## src/design/lzfd_pkg.sv

```systemverilog
// Shared types and constants for the LZSS frame decompressor.
`default_nettype none

package lzfd_pkg;

    localparam int DIST_W    = 11;
    localparam int LEN_W     = 6;
    localparam int FLAG_BITS = 8;

    localparam logic [LEN_W-1:0] LEN_BIAS        = 6'd3;
    localparam logic [15:0]      FRAME_SIZE_RST  = 16'd23040;
    localparam logic [7:0]       FRAME_TOTAL_RST = 8'd16;

    localparam logic CMD_START = 1'b0;
    localparam logic CMD_DATA  = 1'b1;

    localparam logic REG_FRAME_SIZE  = 1'b0;
    localparam logic REG_FRAME_TOTAL = 1'b1;

    typedef enum logic [1:0] {
        PHASE_FLAG,
        PHASE_ITEM,
        PHASE_HIGH
    } phase_t;

    typedef struct packed {
        logic latch_in;
        logic start;
        logic load_flag;
        logic load_tlow;
        logic load_match;
        logic ram_rd;
        logic emit;
        logic emit_lit;
        logic emit_final;
    } ctrl_cmd_t;

    typedef struct packed {
        logic   is_start;
        logic   stream_idle;
        phase_t phase;
        logic   flag_bit;
        logic   slot_free;
        logic   copy_last;
    } dp_status_t;

endpackage

`default_nettype wire

```

## src/design/lzfd_ctrl.sv

```systemverilog
// Controller state machine sequencing parse, literal emit and match copy.
`default_nettype none

module lzfd_ctrl (
    input  wire logic                clk,
    input  wire logic                rst_n,
    input  wire logic                in_valid,
    output logic                     in_ready,
    input  wire lzfd_pkg::dp_status_t status,
    output lzfd_pkg::ctrl_cmd_t      cmd
);

    import lzfd_pkg::*;

    typedef enum logic [2:0] {
        S_IDLE,
        S_DECODE,
        S_LIT,
        S_RD,
        S_CP
    } state_t;

    state_t state_reg;
    state_t state_next;

    always_comb
    begin
        state_next = state_reg;
        cmd        = '0;
        in_ready   = 1'b0;
        case (state_reg)
            S_IDLE:
            begin
                in_ready     = 1'b1;
                cmd.latch_in = in_valid;
                if (in_valid)
                begin
                    state_next = S_DECODE;
                end
            end
            S_DECODE:
            begin
                state_next = S_IDLE;
                if (status.is_start)
                begin
                    cmd.start = 1'b1;
                end
                else if (!status.stream_idle)
                begin
                    case (status.phase)
                        PHASE_FLAG:
                        begin
                            cmd.load_flag = 1'b1;
                        end
                        PHASE_ITEM:
                        begin
                            if (status.flag_bit)
                            begin
                                cmd.load_tlow = 1'b1;
                            end
                            else
                            begin
                                state_next = S_LIT;
                            end
                        end
                        default:
                        begin
                            cmd.load_match = 1'b1;
                            state_next     = S_RD;
                        end
                    endcase
                end
            end
            S_LIT:
            begin
                if (status.slot_free)
                begin
                    cmd.emit       = 1'b1;
                    cmd.emit_lit   = 1'b1;
                    cmd.emit_final = 1'b1;
                    state_next     = S_IDLE;
                end
            end
            S_RD:
            begin
                cmd.ram_rd = 1'b1;
                state_next = S_CP;
            end
            S_CP:
            begin
                if (status.slot_free)
                begin
                    cmd.emit       = 1'b1;
                    cmd.emit_final = status.copy_last;
                    state_next     = status.copy_last ? S_IDLE : S_RD;
                end
            end
            default:
            begin
                state_next = S_IDLE;
            end
        endcase
    end

    always_ff @(posedge clk or negedge rst_n)
    begin
        if (!rst_n)
        begin
            state_reg <= S_IDLE;
        end
        else
        begin
            state_reg <= state_next;
        end
    end

endmodule

`default_nettype wire

```

## config.mk

```make
export PLATFORM = sky130hd
export DESIGN_NAME = lzfd_ctrl
export DESIGN_NICKNAME = d
export VERILOG_FILES = /design/src/design/lzfd_pkg.sv /design/src/design/lzfd_ctrl.sv
export SDC_FILE = /design/constraint.sdc
export NUM_CORES = 1
export LEC_CHECK = 0
export BUFFER_PORTS_ARGS = -buffer_cell sky130_fd_sc_hd__buf_2
export CAP_MARGIN = 10
export CORE_AREA = 2 2 39 41
export CTS_BUF_LIST = sky130_fd_sc_hd__clkbuf_8
export CTS_CLUSTER_DIAMETER = 100
export DETAILED_ROUTE_END_ITERATION = 16
export DIE_AREA = 0 0 41 43
export PLACE_DENSITY = 0.5
export SYNTH_ARGS = -nofsm -noshare
export SYNTH_HDL_FRONTEND = slang
export SYNTH_SLANG_ARGS = --single-unit
```

## constraint.sdc

```tcl
create_clock -name clk -period 1.04 [get_ports clk]
set_input_delay 0.208 -clock clk [delete_from_list [all_inputs] [get_ports clk]]
set_output_delay 0.208 -clock clk [all_outputs]
set_load 0.03 [all_outputs]
```

Word-level counts from Yosys, hierarchy flattened:

Cells that the tools add are included.
W data, S select, Z words.

* eq/ne operators: 8
* multiplexer cells: 26
* reductions and logical operators: 4

Operators with widths (number)
* $mux W3: 6
* $pmux W3 S5: 1
* $mux W1: 11
* $mux W2: 4
* $eq A3 B2 Y1 const B: 2
* $ne A2 B2 Y1 const B: 3
* $mux W4: 1
* $pmux W1 S2: 2
* $pmux W2 S2: 1
* $eq A3 B1 Y1 const B: 1
* $eq A3 B3 Y1 const B: 1
* $logic_not A3 Y1: 1
* $reduce_and A3 Y1: 1
* $eq A2 B1 Y1 const B: 1
* $logic_not A2 Y1: 1
* $reduce_or A2 Y1: 1

* register bits after elaboration: 3
* logic and storage cells: 39

Longest topological paths before layout:

Gate-level depths: netlist (run 1).

* depth after elaboration: 6
* depth in mapped cells: 4

Worst setup path after synthesis (run 1):

No wires, ideal clock.

* path type: register -> output
* start: register state_reg[2]
* end: output cmd[8] (netlist bit)
* data arrival time: 1.646 ns
* data required time: 0.832 ns
* path slack: -0.814 ns
* cell stages (with the launch flop): 4
* path buffers: 1
* cells stage by stage: dfrtp_1 > buf_6 > nor3_1 > and2_1

RTL lines
* start: declaration: RTL line lzfd_ctrl.sv:23 `state_t state_reg;`
* start signal: assignment: RTL line lzfd_ctrl.sv:113 `state_reg <= state_next;`
* end: declaration: RTL line lzfd_ctrl.sv:10 `output lzfd_pkg::ctrl_cmd_t cmd`

==> reports/qor.csv, run 1 <==
stage;metric;value;unit
timing;endpoints failing hold;0;
layout;layout cell share with drive strength beyond 1;75.6;%
logic_synthesis;Avg Inst Size Synth;7.62;µm²
logic_synthesis;Syn Nets;53;
floorplanning;Die W;41;µm
critical_path;type of origin of the critical path;register;
timing;total negative slack;-4290;ps
global_route;first-pass GRT wire length;2.06;mm
drt;via/cell ratio;4.75;
logic_synthesis;EDFF count, synth;0;
critical_path;critical path's largest stage delay;440;ps
worst_hold_path;Hold WC Path Type;primary input to asynchronous set/reset pin;
layout;FILL cells;112;
critical_path;crit end category;output pin;
layout;Register Area;78.8;µm²
global_route;largest net degree at the start of global routing;7;
logic_synthesis;Ys Warns;0;
global_route;vias in the first global route;491;
placed_design;gpl congestion;0.709;
critical_path;Worst EP arrival;1250;ps
pwr;Power Density;2130;nW/µm²
critical_path;WP buf/inv;2;
floorplanning;# IOs;20;
logic_synthesis;ys async rst share;100;%
logic_synthesis;Netlist cell types;24;
logic_synthesis;area share of the largest cell type after synthesis;22.9;%
drt;antenna viol nets, final;0;
critical_path;CP most frequent cell;buf_6;
layout;Finished Cell Area;842;µm²
global_route;global route overflow;0;
critical_path;slowest CP cell;dfrtp_2;
drt;initial DRC count;5;
placed_design;hpwl dp;804;µm
timing;Slew Viols, Final;0;
clocking;CTS Buf Count;3;
clocking;Worst-Skew Late Latency;220;ps
clocking;CTS tree;yes;
clocking;Clock Path Buffers;2;
timing;RSZ-0062 raised after global routing;true;
timing;final setup fails;13;
timing;fin crit period;1460;ps
layout;area occupied by multi-input gates;329;µm²
clocking;H-tree Lvls;1;
floorplanning;Die Area;1760;µm²
critical_path;Cell Chain, Critical Path;buf_6 > nor3_4 > and2_4 > buf_6;
logic_synthesis;#FFs+latches synth;3;
timing;PnR worst setup slack;-420;ps
floorplanning;# rows;14;
clocking;CTS sink count;3;
logic_synthesis;Synth Cell Area;328;µm²
floorplanning;die height;43;µm
drt;drt pass-1 iters;4;
drt;WL final;1.28;mm
logic_synthesis;most frequent cells after synthesis;nor2_1 (5), nand2_1 (4);
critical_path;crit path max fanout;5;
pwr;peak supply drop;0.00101;V
drt;vias;485;
layout;synthesis-to-layout area growth;157;%
critical_path;kind of critical path;register to output pin;
logic_synthesis;most common cell in the netlist;nor2_1;
floorplanning;initial core utilization;23.7;%
timing;Final period util;140;%
logic_synthesis;main area contributors after synthesis;dfrtp_1 (23%), nor3b_2 (7.6%), buf_6 (6.9%);
critical_path;CP Data Required Time;830;ps
logic_synthesis;Gate Count Post-Synth;43;
timing;Final Skew;1.16;ps
logic_synthesis;area leader, netlist;dfrtp_1;
drt;DR WL/cell;12.5;µm
critical_path;CP top delay family;flip-flops;
floorplanning;core area;1380;µm²
placed_design;IO Port Bufs;19;
logic_synthesis;sequential fraction of the synthesis area;22.9;%
status;status;finished with violations;
layout;Layout Nets;97;
placed_design;DP Area;622;µm²
timing;max frequency;685;MHz
status;failing checks;negative setup slack;
clocking;Reg clk slew, reported paths;30;ps
layout;max reg flops;3;
logic_synthesis;Main synth FF type;dfrtp_1;
global_route;initial antenna violation count;0;
layout;n_diodes;0;
pwr;LEAKAGE;0.393;nW
timing;final hold slack;318;ps
drt;detailed-route DRC error count;0;
job;max-cap violations;0;
timing;worst slew pin tran;296;ps
global_route;total track usage;18.5;%
clocking;clock root buffer master;clkbuf_8;
timing;Slew Limit Headroom;80.3;%
==> metal layers <==
layer  wire length (µm)  share of wire [%]  GRT usage, %
met3                 57                4.5          4.71
met2                749                 59          32.2
met4                 15                1.2          10.0
met1                454                 36          18.5
met5                  0                  0             0
==> power by group <==
group | leakage, nW | internal (W) | switching (W)
logic | 0.331 | 0.000657 | 0.000570
clock network | 0.0269 | 0.000252 | 0.0000842
registers | 0.0354 | 0.000157 | 0.0000743
==> metrics by stage <==
step,utilization (%),instances,total power [W],setup slack [ps]
floorplan,-,43,0.000807,-295
global placement,44.9,89,0.00108,-308
detailed placement,44.9,89,0.00108,-317
CTS,59.3,100,0.00171,-414
global route,60.8,102,0.00189,-454
finish,60.8,102,0.00179,-420
==> final timing paths <==
| path | startpoint | end | slack, ps | cells past startpoint |
|---|---|---|---|---|
| max | state_reg[1] | cmd[8] | -420 | 4 |
| min | rst_n | state_reg[1] | 320 | 2 |
| max reg2reg | state_reg[1] | state_reg[1] | -330 | 5 |
| min reg2reg | state_reg[0] | state_reg[2] | 710 | 2 |
| max in group asynchronous | rst_n | state_reg[2] | 600 | 2 |
| min in group clk | in_valid | state_reg[0] | 380 | 4 |
==> repair_timing <==
item	in CTS	in global routing
endpoints found under the hold margin	3	0
hold buffers	1	0
buffers inserted	6	3
setup endpoints to repair	13	13
pin swaps	9	5
gates resized for setup	31	3
==> cell usage in the layout, fill, tap and decap left out, types with 3 or more instances in the layout <==
master | netlist | routed
buf_6 | 2 | 17
dfrtp_2 | 0 | 3
clkbuf_8 | 0 | 3
buf_2 | 1 | 9
nor2_4 | 1 | 3
buf_4 | 0 | 15
nor3_4 | 0 | 3
==> cell families after synthesis <==
kind of cell    share of synthesized area [%]
flops                                    22.9
buf+inv                                  10.7
simple gates                             42.7
compound gates                           23.7
==> layout make-up <==
type	instances	share of cell area [%]
flip-flops and latches	3	9.36
multi-input cells	35	39.1
clock inverters	1	0.446
clock buffers	3	4.90
inverters	2	1.19
well taps	16	2.38
repair buffers	42	42.6
No activity file was read; power rests on OpenSTA's default activity.
==> run 2, diff against run 1 <==
--- a/config.mk
+++ b/config.mk
@@ -13,6 +13,7 @@
 export DETAILED_ROUTE_END_ITERATION = 16
 export DIE_AREA = 0 0 41 43
 export PLACE_DENSITY = 0.5
+export RECOVER_POWER = 50
 export SYNTH_ARGS = -nofsm -noshare
 export SYNTH_HDL_FRONTEND = slang
 export SYNTH_SLANG_ARGS = --single-unit
==> run 2 against run 1 <==
Against the previous run:
- the run still ends with negative setup slack left
- register-to-register slack is essentially flat
- design area shrank 0.15%
- clock skew is essentially flat
- hold slack gained 24 ps
- critical path type unchanged
- largest power group unchanged
- highest routed layer unchanged
==> reports/qor.csv, run 2 (same netlist as run 1, synthesis figures left out) <==
stage;metric;value;unit
status;status;finished with violations;
status;failing checks;negative setup slack;
clocking;Reg clk slew, reported paths;30;ps
timing;endpoints failing hold;0;
global_route;first-pass GRT wire length;2.06;mm
layout;final core utilization;60.8;%
drt;WL final;1.28;mm
pwr;LEAKAGE;0.391;nW
global_route;global route overflow;0;
drt;via/cell ratio;4.75;
layout;commonest non-fill, non-tap cells in the layout;buf_6 (17), buf_4 (15), buf_2 (8);
timing;Slew Limit Headroom;80.3;%
placed_design;IO Port Bufs;19;
layout;commonest non-fill, non-tap cell in the layout;buf_6;
timing;Final Skew;1.16;ps
critical_path;CP Data Required Time;830;ps
critical_path;crit path max fanout;5;
timing;PnR worst setup slack;-420;ps
drt;initial DRC count;5;
timing;fin crit period;1460;ps
placed_design;hpwl dp;804;µm
floorplanning;initial core utilization;23.7;%
floorplanning;core area;1380;µm²
critical_path;kind of critical path;register to output pin;
job;max-cap violations;0;
clocking;CTS sink count;3;
timing;Slew Viols, Final;0;
global_route;total track usage;18.5;%
floorplanning;Die W;41;µm
floorplanning;# IOs;20;
timing;RSZ-0062 raised after global routing;true;
pwr;peak supply drop;0.00101;V
layout;synthesis-to-layout area growth;156;%
pwr;Power Density;2130;nW/µm²
clocking;CTS Buf Count;3;
floorplanning;# rows;14;
layout;Layout Nets;97;
global_route;initial antenna violation count;0;
timing;max frequency;685;MHz
layout;max reg flops;3;
clocking;Worst-Skew Late Latency;220;ps
clocking;H-tree Lvls;1;
placed_design;gpl congestion;0.709;
clocking;clock root buffer master;clkbuf_8;
floorplanning;die height;43;µm
timing;worst slew pin tran;296;ps
worst_hold_path;Hold WC Path Type;primary input to asynchronous set/reset pin;
floorplanning;Die Area;1760;µm²
drt;detailed-route DRC error count;0;
drt;drt pass-1 iters;4;
layout;FILL cells;113;
critical_path;Worst EP arrival;1250;ps
timing;Final period util;140;%
global_route;vias in the first global route;491;
clocking;CTS tree;yes;
global_route;largest net degree at the start of global routing;7;
layout;n_diodes;0;
critical_path;type of origin of the critical path;register;
clocking;Clock Path Buffers;2;
timing;final setup fails;13;
drt;vias;484;
drt;DR WL/cell;12.6;µm
placed_design;Place WS;-317;ps
critical_path;crit end category;output pin;
layout;layout cell share with drive strength beyond 1;74.4;%
drt;antenna viol nets, final;0;
## run 2: cell count changes in the layout (fill, tap and decap cells not counted)
cell,change
clkbuf_1,+1
buf_2,-1
## run 2: critical path: stages (launching register included)
cell and delay (ps):
dfrtp_2 440, buf_6 140, nor3_4 180, and2_4 160, buf_6 120
## run 2: worst paths after layout
check	start	to	slack [ps]	cells past startpoint
worst max-delay path	state_reg[1]	cmd[8]	-420	4
worst min-delay path	rst_n	state_reg[1]	340	2
worst max register to register	state_reg[1]	state_reg[1]	-330	5
worst min register to register	state_reg[0]	state_reg[2]	710	2
max in group asynchronous	rst_n	state_reg[0]	510	2
min in group clk	in_valid	state_reg[0]	380	4
## run 2: cell type report
class | count | area [µm²] | share of cell area, %
timing repair buffer | 42 | 358 | 42.6
multi-input combinational | 35 | 329 | 39.1
sequential | 3 | 78.8 | 9.38
clock buffer | 3 | 41.3 | 4.91
tap | 16 | 20.0 | 2.38
inverter | 2 | 10.0 | 1.19
clock inverter | 1 | 3.75 | 0.446
## run 2: power breakdown
group          switching [W]  internal (W)
clock              0.0000843      0.000252
combinational       0.000571      0.000656
sequential         0.0000745      0.000157
## run 2: through the flow
stage	cells	setup TNS [ps]	total power (W)	instance area, µm²	hold WS (ps)
finish	102	-4290	0.00179	841	342
global route	102	-4940	0.00189	841	351
CTS	100	-4200	0.00171	821	310
detailed placement	89	-2980	0.00108	622	8.15
global placement	89	-2900	0.00108	622	7.29
floorplan	43	-1800	0.000807	429	-87.6
## run 2: repair_timing
| item | in CTS | in global routing |
|---|---|---|
| resized for setup | 31 | 3 |
| pin swaps | 9 | 5 |
| buffers inserted | 6 | 3 |
| hold endpoints to repair | 3 | 0 |
| endpoints found under the setup margin | 13 | 13 |
| hold buffers | 1 | 0 |
## run 2: routing by layer
layer | GRT usage, % | up-vias | wire length (µm) | share of wire, %
met3 | 4.71 | 2 | 57 | 4.4
met5 | 0 | - | 0 | 0
met2 | 32.2 | 15 | 748 | 58
met4 | 10.0 | 0 | 15 | 1.2
li1 | - | 242 | - | -
met1 | 18.5 | 225 | 459 | 36
